<file path="config.mk">
export PLATFORM = sky130hd
export DESIGN_NAME = psi_section_assembler_crc_core_flat
export DESIGN_NICKNAME = d
export VERILOG_FILES = /design/src/rtl/core/psa_pkg.sv /design/src/rtl/core/psa_in_if.sv /design/src/rtl/core/psa_out_if.sv /design/src/rtl/core/psi_section_assembler_crc_core.sv /design/src/flat_wrapper.sv
export SDC_FILE = /design/constraint.sdc
export NUM_CORES = 1
export LEC_CHECK = 0
export ABC_AREA = 1
export BUFFER_PORTS_ARGS = -buffer_cell sky130_fd_sc_hd__buf_2
export CAP_MARGIN = 20
export CORE_UTILIZATION = 55
export DETAILED_ROUTE_END_ITERATION = 10
export PLACE_DENSITY = 0.73
export SLEW_MARGIN = 20
export SYNTH_ARGS = -nofsm -noshare
export SYNTH_HDL_FRONTEND = slang
export SYNTH_SLANG_ARGS = --single-unit
export TNS_END_PERCENT = 50
</file>
<file path="constraint.sdc">
create_clock -name i_clk -period 5.8 [get_ports i_clk]
set_input_delay 0.87 -clock i_clk [delete_from_list [all_inputs] [get_ports i_clk]]
set_output_delay 0.87 -clock i_clk [all_outputs]
set_load 0.01 [all_outputs]
</file>
<file path="src/rtl/core/psa_pkg.sv">
// ----------------------------------------------------------------------------
// PSI section assembler package
// Status codes, CRC constants and the byte-wide CRC-32/MPEG-2 update.
// ----------------------------------------------------------------------------
`default_nettype none

package psa_pkg;

    // Status carried with every section beat.
    typedef enum logic [1:0] {
        ST_DATA    = 2'd0,
        ST_OK      = 2'd1,
        ST_CRC_ERR = 2'd2,
        ST_LEN_ERR = 2'd3
    } t_status;

    localparam logic [31:0] CRC_INIT      = 32'hffff_ffff;
    localparam logic [31:0] CRC_POLY      = 32'h04c1_1db7;
    localparam logic [11:0] MAX_LEN_RESET = 12'd1020;

    // Offset from the section length field to the index of the last byte.
    localparam logic [12:0] LAST_OFFSET   = 13'd2;

    // Header byte positions within a section.
    localparam logic [12:0] IDX_LEN_HI    = 13'd1;
    localparam logic [12:0] IDX_LEN_LO    = 13'd2;

    // One byte of CRC-32/MPEG-2, MSB first, no reflection.
    function automatic logic [31:0] psa_crc_byte(input logic [31:0] crc_in,
                                                 input logic [7:0]  data);
        logic [31:0] crc;
        logic [7:0]  d;
        crc = crc_in;
        d   = data;
        for (int i = 0; i < 8; i++) begin
            if (d[7] ^ crc[31]) begin
                crc = {crc[30:0], 1'b0} ^ CRC_POLY;
            end else begin
                crc = {crc[30:0], 1'b0};
            end
            d = {d[6:0], 1'b0};
        end
        return crc;
    endfunction

endpackage

`default_nettype wire

</file>
<file path="src/rtl/core/psa_in_if.sv">
// ----------------------------------------------------------------------------
// PSI section assembler input channel
// Valid/ready channel carrying one transport payload byte per beat.
// ----------------------------------------------------------------------------
`default_nettype none

interface psa_in_if;
    logic       valid;
    logic       ready;
    logic [7:0] data_byte;
    logic       unit_start;

    modport source (output valid, output data_byte, output unit_start, input ready);
    modport sink   (input valid, input data_byte, input unit_start, output ready);
endinterface

`default_nettype wire

</file>
<file path="src/rtl/core/psa_out_if.sv">
// ----------------------------------------------------------------------------
// PSI section assembler output channel
// Valid/ready channel carrying one section byte and its status per beat.
// ----------------------------------------------------------------------------
`default_nettype none

interface psa_out_if;
    logic       valid;
    logic       ready;
    logic [7:0] section_byte;
    logic       section_last;
    logic [1:0] section_status;

    modport source (output valid, output section_byte, output section_last,
                    output section_status, input ready);
    modport sink   (input valid, input section_byte, input section_last,
                    input section_status, output ready);
endinterface

`default_nettype wire

</file>
<file path="src/rtl/core/psi_section_assembler_crc_core.sv">
// ----------------------------------------------------------------------------
// PSI section assembler with CRC check
// Reassembles MPEG-2 PSI sections from payload bytes and checks CRC-32/MPEG-2.
// ----------------------------------------------------------------------------
// The block takes one payload byte per clock cycle unless the output stalls
// and returns at most one section beat per byte, in the next cycle, from a
// single output register. The pointer-field drop, header length capture and
// a full byte-wide CRC update all sit in one combinational step between the
// state registers and that output register, so the sustained rate is one
// byte per cycle whenever the sink keeps ready high. A new byte is taken
// whenever the output register is empty or being emptied in the same cycle.
// Dropped bytes (before a unit start, the pointer field and its skipped
// bytes) produce no beat. The last beat of a section carries OK, CRC error
// or length error, after which the block waits for the next unit start.
`default_nettype none

module psi_section_assembler_crc_core
    import psa_pkg::*;
(
    input  wire        i_clk,
    input  wire        i_rst_n,
    input  wire        i_cfg_wr_en,
    input  wire [11:0] i_cfg_wr_data,
    psa_in_if.sink     i_in,
    psa_out_if.source  o_out
);

    // Configuration and section state.
    logic [11:0] r_max_len;
    logic        r_waiting,  n_waiting;
    logic [7:0]  r_discard,  n_discard;
    logic [12:0] r_taken,    n_taken;
    logic [11:0] r_len,      n_len;
    logic [31:0] r_crc,      n_crc;

    // Output register.
    logic        r_out_valid, n_out_valid;
    logic [7:0]  r_out_byte,  n_out_byte;
    logic        r_out_last,  n_out_last;
    t_status     r_out_stat,  n_out_stat;

    logic        in_fire;
    logic        load;
    logic [31:0] crc_upd;
    logic [11:0] len_cur;
    logic        is_last;
    t_status     stat;

    assign i_in.ready = !r_out_valid || o_out.ready;
    assign in_fire    = i_in.valid && i_in.ready;

    assign o_out.valid          = r_out_valid;
    assign o_out.section_byte   = r_out_byte;
    assign o_out.section_last   = r_out_last;
    assign o_out.section_status = r_out_stat;

    // Per-byte section logic: CRC step, length capture and end detection.
    always_comb begin
        crc_upd = psa_crc_byte(r_crc, i_in.data_byte);
        if (r_taken == IDX_LEN_HI) begin
            len_cur = {i_in.data_byte[3:0], 8'h00};
        end else if (r_taken == IDX_LEN_LO) begin
            len_cur = {r_len[11:8], i_in.data_byte};
        end else begin
            len_cur = r_len;
        end
        is_last = 1'b0;
        stat    = ST_DATA;
        if (r_taken == IDX_LEN_LO && len_cur > r_max_len) begin
            is_last = 1'b1;
            stat    = ST_LEN_ERR;
        end else if (r_taken >= IDX_LEN_LO && r_taken >= ({1'b0, len_cur} + LAST_OFFSET)) begin
            is_last = 1'b1;
            stat    = (crc_upd == '0) ? ST_OK : ST_CRC_ERR;
        end
    end

    // Next state for the section tracker and the output register.
    always_comb begin
        n_waiting   = r_waiting;
        n_discard   = r_discard;
        n_taken     = r_taken;
        n_len       = r_len;
        n_crc       = r_crc;
        n_out_valid = r_out_valid && !o_out.ready;
        n_out_byte  = r_out_byte;
        n_out_last  = r_out_last;
        n_out_stat  = r_out_stat;
        load        = 1'b0;
        if (in_fire) begin
            if (i_in.unit_start) begin
                n_waiting = 1'b0;
                n_discard = i_in.data_byte;
                n_taken   = '0;
                n_len     = '0;
                n_crc     = CRC_INIT;
            end else if (r_waiting) begin
                n_waiting = 1'b1;
            end else if (r_discard != '0) begin
                n_discard = r_discard - 8'd1;
            end else begin
                load = 1'b1;
                if (is_last) begin
                    n_waiting = 1'b1;
                    n_discard = '0;
                    n_taken   = '0;
                    n_len     = '0;
                    n_crc     = CRC_INIT;
                end else begin
                    n_taken = r_taken + 13'd1;
                    n_len   = len_cur;
                    n_crc   = crc_upd;
                end
            end
        end
        if (load) begin
            n_out_valid = 1'b1;
            n_out_byte  = i_in.data_byte;
            n_out_last  = is_last;
            n_out_stat  = stat;
        end
    end

    // Control registers.
    always_ff @(posedge i_clk) begin
        if (!i_rst_n) begin
            r_max_len   <= MAX_LEN_RESET;
            r_waiting   <= 1'b1;
            r_discard   <= '0;
            r_taken     <= '0;
            r_len       <= '0;
            r_crc       <= CRC_INIT;
            r_out_valid <= 1'b0;
        end else begin
            if (i_cfg_wr_en) begin
                r_max_len <= i_cfg_wr_data;
            end
            r_waiting   <= n_waiting;
            r_discard   <= n_discard;
            r_taken     <= n_taken;
            r_len       <= n_len;
            r_crc       <= n_crc;
            r_out_valid <= n_out_valid;
        end
    end

    // Output payload register.
    always_ff @(posedge i_clk) begin
        r_out_byte <= n_out_byte;
        r_out_last <= n_out_last;
        r_out_stat <= n_out_stat;
    end

`ifndef NO_ASSERTIONS
    // The last flag and a final status always travel together.
    a_last_status: assert property (@(posedge i_clk) disable iff (!i_rst_n)
        r_out_valid |-> (r_out_last == (r_out_stat != ST_DATA)))
        else $error("section_last and section_status disagree");

    // A stalled beat stays in the output register unchanged.
    a_hold: assert property (@(posedge i_clk) disable iff (!i_rst_n)
        r_out_valid && !o_out.ready |=> r_out_valid && $stable(r_out_byte)
            && $stable(r_out_last) && $stable(r_out_stat))
        else $error("stalled output beat was overwritten");

    // While waiting for a unit start the section counters are cleared.
    a_wait_clear: assert property (@(posedge i_clk) disable iff (!i_rst_n)
        r_waiting |-> (r_taken == '0) && (r_discard == '0) && (r_crc == CRC_INIT))
        else $error("section state not cleared while waiting");

    // The byte count never runs past the longest possible section.
    a_taken_bound: assert property (@(posedge i_clk) disable iff (!i_rst_n)
        r_taken <= 13'd4097)
        else $error("section byte count out of range");

    // A length error is only raised on the byte that completes the length.
    a_len_err_pos: assert property (@(posedge i_clk) disable iff (!i_rst_n)
        load && (stat == ST_LEN_ERR) |-> (r_taken == IDX_LEN_LO))
        else $error("length error raised away from the length byte");
`endif

endmodule

`default_nettype wire
</file>
<file path="src/flat_wrapper.sv">
// flat-port wrapper written by rule: the top's interface ports become plain ports
module psi_section_assembler_crc_core_flat import psa_pkg::*;
  (i_clk, i_rst_n, i_cfg_wr_en, i_cfg_wr_data, i_in_valid, i_in_data_byte, i_in_unit_start, i_in_ready, o_out_valid, o_out_section_byte, o_out_section_last, o_out_section_status, o_out_ready);
  psa_in_if i_in_i ();
  psa_out_if o_out_i ();
  input  wire i_clk;
  input  wire i_rst_n;
  input  wire i_cfg_wr_en;
  input  wire [11:0] i_cfg_wr_data;
  input wire logic [$bits(i_in_i.valid)-1:0] i_in_valid;
  input wire logic [$bits(i_in_i.data_byte)-1:0] i_in_data_byte;
  input wire logic [$bits(i_in_i.unit_start)-1:0] i_in_unit_start;
  output wire logic [$bits(i_in_i.ready)-1:0] i_in_ready;
  output wire logic [$bits(o_out_i.valid)-1:0] o_out_valid;
  output wire logic [$bits(o_out_i.section_byte)-1:0] o_out_section_byte;
  output wire logic [$bits(o_out_i.section_last)-1:0] o_out_section_last;
  output wire logic [$bits(o_out_i.section_status)-1:0] o_out_section_status;
  input wire logic [$bits(o_out_i.ready)-1:0] o_out_ready;
  assign i_in_i.valid = i_in_valid;
  assign i_in_i.data_byte = i_in_data_byte;
  assign i_in_i.unit_start = i_in_unit_start;
  assign i_in_ready = i_in_i.ready;
  assign o_out_valid = o_out_i.valid;
  assign o_out_section_byte = o_out_i.section_byte;
  assign o_out_section_last = o_out_i.section_last;
  assign o_out_section_status = o_out_i.section_status;
  assign o_out_i.ready = o_out_ready;
  psi_section_assembler_crc_core u_core (.i_clk(i_clk), .i_rst_n(i_rst_n), .i_cfg_wr_en(i_cfg_wr_en), .i_cfg_wr_data(i_cfg_wr_data), .i_in(i_in_i), .o_out(o_out_i));
endmodule
</file>
==> insert_results.sql <==
INSERT INTO impl_metrics (metric_group, metric, value, unit) VALUES
('drt', 'drt-total-wl', '17.4', 'mm'),
('synth', 'post-synth-top-count-cell', 'sky130_fd_sc_hd__nand2_1', ''),
('worst_setup_path', 'critical_path.reg2reg.endpoint', 'u_core.r_crc[18]$_SDFFE_PN1P_', ''),
('hold_path', 'holdPathStages', '2', ''),
('grt', 'global_route_wire_length_before_repair', '28.9', 'mm'),
('drt', 'dr_total_vias', '6476', ''),
('worst_setup_path', 'critPathLaunchType', 'flop', ''),
('sta', 'max_freq', '236', 'MHz'),
('clock_network', 'cts_resized', '0', ''),
('power_and_ir_drop', 'worst_supply_voltage_drop_on_vdd', '0.297', 'mV'),
('grt', 'largest_net_degree_at_the_start_of_global_routing', '62', ''),
('floorplanning', 'core_region_area', '11500', 'sq um'),
('placement', 'port_buffers', '38', ''),
('worst_setup_path', 'critical_path_required', '6050', 'ps'),
('sta', 'finalWorstPathRequiredPeriod', '4240', 'ps'),
('synth', 'avg_synthesized_cell_area', '6.36', 'sq um'),
('synth', 'synth.cell_area', '6480', 'sq um'),
('grt', 'grt_antenna_before_repair', '0', ''),
('sta', 'setup-violations-final', '0', ''),
('worst_setup_path', 'setup.worst_path.class', 'reg -> reg', ''),
('outcome', 'outcome', 'finished, final reports clean', ''),
('drt', 'wl_met1', '8.60', 'mm'),
('clock_network', 'cts_tree', 'yes', ''),
('synth', 'post_synth_main_area_contributors', 'sky130_fd_sc_hd__dfxtp_1 24%, sky130_fd_sc_hd__nand2_1 22%, sky130_fd_sc_hd__ha_1 6.0%, sky130_fd_sc_hd__inv_1 5.8%, sky130_fd_sc_hd__nand3_1 5.5%', ''),
('hold_path', 'min_delay_worst_endpoint', 'u_core.r_len[3]$_SDFFE_PN0P_', ''),
('power_and_ir_drop', 'leakage', '0.00361', 'uW'),
('sta', 'final_critical_path_setup_slack', '1560', 'ps'),
('sta', 'fin_setup_tns', '0', 'ps'),
('placement', 'gp_congestion', '0.954', ''),
('sta', 'finalHoldViolations', '0', ''),
('power_and_ir_drop', 'power_density', '266', 'nW/um^2'),
('synth', 'synth_commonest_cells', '374 x sky130_fd_sc_hd__nand2_1, 100 x sky130_fd_sc_hd__inv_1, 79 x sky130_fd_sc_hd__dfxtp_1, 71 x sky130_fd_sc_hd__nand3_1, 68 x sky130_fd_sc_hd__nor2_1', ''),
('synth', 'area_share_of_the_largest_cell_type_after_synthesis', '24.4', '%'),
('placement', 'post-dp-hpwl', '12.5', 'mm'),
('worst_setup_path', 'worst-r2r-cell-count', '26', ''),
('run', 'timing.max_cap.violations', '0', ''),
('drt', 'routed_length_on_met2', '7.24', 'mm'),
('drt', 'met3WireLength', '1.32', 'mm'),
('drt', 'drc_errors', '0', ''),
('floorplanning', 'die-area', '12200', 'sq um'),
('sta', 'final.setup_skew', '5.79', 'ps'),
('sta', 'timing.final.max_slew_violations', '0', ''),
('clock_network', 'clkLatencyLatePin', '360', 'ps'),
('worst_setup_path', 'crit_path_max_fanout', '26', ''),
('synth', 'post_syn_instances', '1019', ''),
('floorplanning', 'number_of_primary_i_o_pins', '39', ''),
('grt', 'first_global_vias', '5814', ''),
('clock_network', 'cts-root-to-sink-buffers', '2', ''),
('hold_path', 'hold_start', 'u_core.r_len[3]$_SDFFE_PN0P_', ''),
('synth', 'synth_ff_type', 'sky130_fd_sc_hd__dfxtp_1', ''),
('layout', 'nets', '1100', ''),
('drt', 'routed_wire_length_per_instance', '14.6', 'microns'),
('worst_setup_path', 'r2r_slack', '1560', 'ps'),
('sta', 'relSlewSlack', '36.7', '%'),
('synth', 'synth_seq_cells', '90', ''),
('worst_setup_path', 'worst-endpoint-arrival', '4490', 'ps'),
('sta', 'tightest_slew', '949', 'ps'),
('synth', 'number_of_flops_mapped_to_enable_cells_by_yosys', '11', ''),
('clock_network', 'cts.root.buffer_cell', 'sky130_fd_sc_hd__clkbuf_16', ''),
('sta', 'grt_setup_unrepaired', 'false', ''),
('drt', 'first_pass_iters', '5', ''),
('layout', 'antenna-diode-count', '0', ''),
('grt', 'gr-total-overflow', '0', ''),
('synth', 'yosys.cell_types.count', '36', ''),
('hold_path', 'hold_path_class', 'reg -> reg', ''),
('layout', 'synthToLayoutAreaGrowth', '8.22', '%'),
('worst_setup_path', 'timing.critical_path.to_type', 'flop', ''),
('layout', 'layout.filler_cells', '1120', ''),
('floorplanning', 'fp.dieH', '111', 'microns'),
('drt', 'dr.first_iter.drc_count', '583', ''),
('layout', 'drive_above_1_share', '13.1', '%');
-- cells by family after synthesis --
kind of cell,count (synthesis),synth area share (%)
compound gates,110,9.01
xor+xnor,27,3.65
fa+ha+maj,31,5.98
buf+inv,147,9.55
flops,90,29.5
simple gates,614,42.3
-- critical path: stages, from the launching register on --
cell	delay, ps
sky130_fd_sc_hd__dfxtp_1	340
sky130_fd_sc_hd__inv_1	130
sky130_fd_sc_hd__ha_1	200
sky130_fd_sc_hd__inv_1	70
sky130_fd_sc_hd__nor3_2	160
sky130_fd_sc_hd__nand2_1	280
sky130_fd_sc_hd__o21ai_1	220
sky130_fd_sc_hd__nand2_1	70
sky130_fd_sc_hd__inv_1	150
sky130_fd_sc_hd__ha_1	200
sky130_fd_sc_hd__inv_1	60
sky130_fd_sc_hd__nor2_2	210
sky130_fd_sc_hd__nand3_1	120
sky130_fd_sc_hd__xor2_1	170
sky130_fd_sc_hd__ha_1	290
sky130_fd_sc_hd__nand2_1	80
sky130_fd_sc_hd__o21ai_0	90
sky130_fd_sc_hd__a21oi_1	130
sky130_fd_sc_hd__nand3_1	100
sky130_fd_sc_hd__nand2_1	160
sky130_fd_sc_hd__nand2_4	90
sky130_fd_sc_hd__inv_2	110
sky130_fd_sc_hd__nand2_2	70
sky130_fd_sc_hd__nand2_4	290
sky130_fd_sc_hd__nand2_4	120
sky130_fd_sc_hd__inv_2	160
sky130_fd_sc_hd__nand2_1	70
-- how the worst max path moves through the flow --
stage                     slack (ps)                            end                      startpoint  cells after the start
final                           1560  u_core.r_crc[18]$_SDFFE_PN1P_  u_core.r_taken[0]$_SDFFE_PN0P_                     26
after global routing            1140  u_core.r_crc[18]$_SDFFE_PN1P_  u_core.r_taken[0]$_SDFFE_PN0P_                     26
after CTS                       1590  u_core.r_crc[18]$_SDFFE_PN1P_  u_core.r_taken[0]$_SDFFE_PN0P_                     27
after detailed placement        1610  u_core.r_crc[16]$_SDFFE_PN1P_               i_in_data_byte[1]                     24
after global placement          1710  u_core.r_crc[20]$_SDFFE_PN1P_               i_in_data_byte[1]                     23
after floorplan                 2410  u_core.r_crc[13]$_SDFFE_PN1P_  u_core.r_taken[0]$_SDFFE_PN0P_                     27
-- state kept, by name, indices dropped and copies added (netlist names) --
| signal | flops |
|---|---|
| u_core.o_out.section_byte | 8 |
| u_core.o_out.section_last | 1 |
| u_core.o_out.section_status | 2 |
| u_core.o_out.valid | 1 |
| u_core.r_crc | 32 |
| u_core.r_discard | 8 |
| u_core.r_len | 12 |
| u_core.r_max_len | 12 |
| u_core.r_taken | 13 |
| u_core.r_waiting | 1 |
-- stage by stage --
stage / cells / power, uW / hold WS, ps / utilization (%) / cell area [sq um]
finish: 1191 / 1860 / 470 / 61.2 / 7020
global route: 1191 / 1970 / 484 / 61.2 / 7020
CTS: 1191 / 1860 / 469 / 61.2 / 7010
detailed placement: 1175 / 1220 / 460 / 58.4 / 6690
global placement: 1175 / 1220 / 454 / 58.4 / 6690
floorplan: 1019 / 1110 / 440 / - / 6480
-- power breakdown --
part           switching, uW  internal, uW
Sequential              28.2           668
Combinational            364           165
Clock                    274           363
-- per-layer routing --
layer	vias up	track usage, %
li1	3305	-
met1	2931	43.0
met2	221	44.7
met3	19	5.87
met4	0	7.38
met5	-	0
-- placed cells by master, fill, tap and decap left out, types with 4 or more instances in the layout --
master                      count
sky130_fd_sc_hd__ha_1          31
sky130_fd_sc_hd__xnor2_1        5
sky130_fd_sc_hd__clkbuf_16     10
sky130_fd_sc_hd__o21ai_0       39
sky130_fd_sc_hd__o22ai_1        4
sky130_fd_sc_hd__nor2_4         5
sky130_fd_sc_hd__nand2_2       27
sky130_fd_sc_hd__edfxtp_1      11
sky130_fd_sc_hd__nand2_1      374
sky130_fd_sc_hd__buf_2         38
sky130_fd_sc_hd__nor3_1         6
sky130_fd_sc_hd__a21oi_1       55
sky130_fd_sc_hd__xor2_1        22
sky130_fd_sc_hd__nand3_1       71
sky130_fd_sc_hd__o21ai_1        4
sky130_fd_sc_hd__inv_1        100
sky130_fd_sc_hd__nor2_1        68
sky130_fd_sc_hd__inv_2         19
sky130_fd_sc_hd__dfxtp_1       79
sky130_fd_sc_hd__nand4_1       33
sky130_fd_sc_hd__nor2_2        10
sky130_fd_sc_hd__nand2_4        7
-- area by class of cell --
class | count | share of cell area, %
Clock inverter | 6 | 0.999
Sequential cell | 90 | 27.3
Tap cell | 143 | 2.55
Clock buffer | 10 | 3.57
Timing Repair Buffer | 39 | 2.82
Multi-Input combinational cell | 782 | 56.3
Inverter | 121 | 6.49
Note: power is estimated with default switching activity, not from simulation.
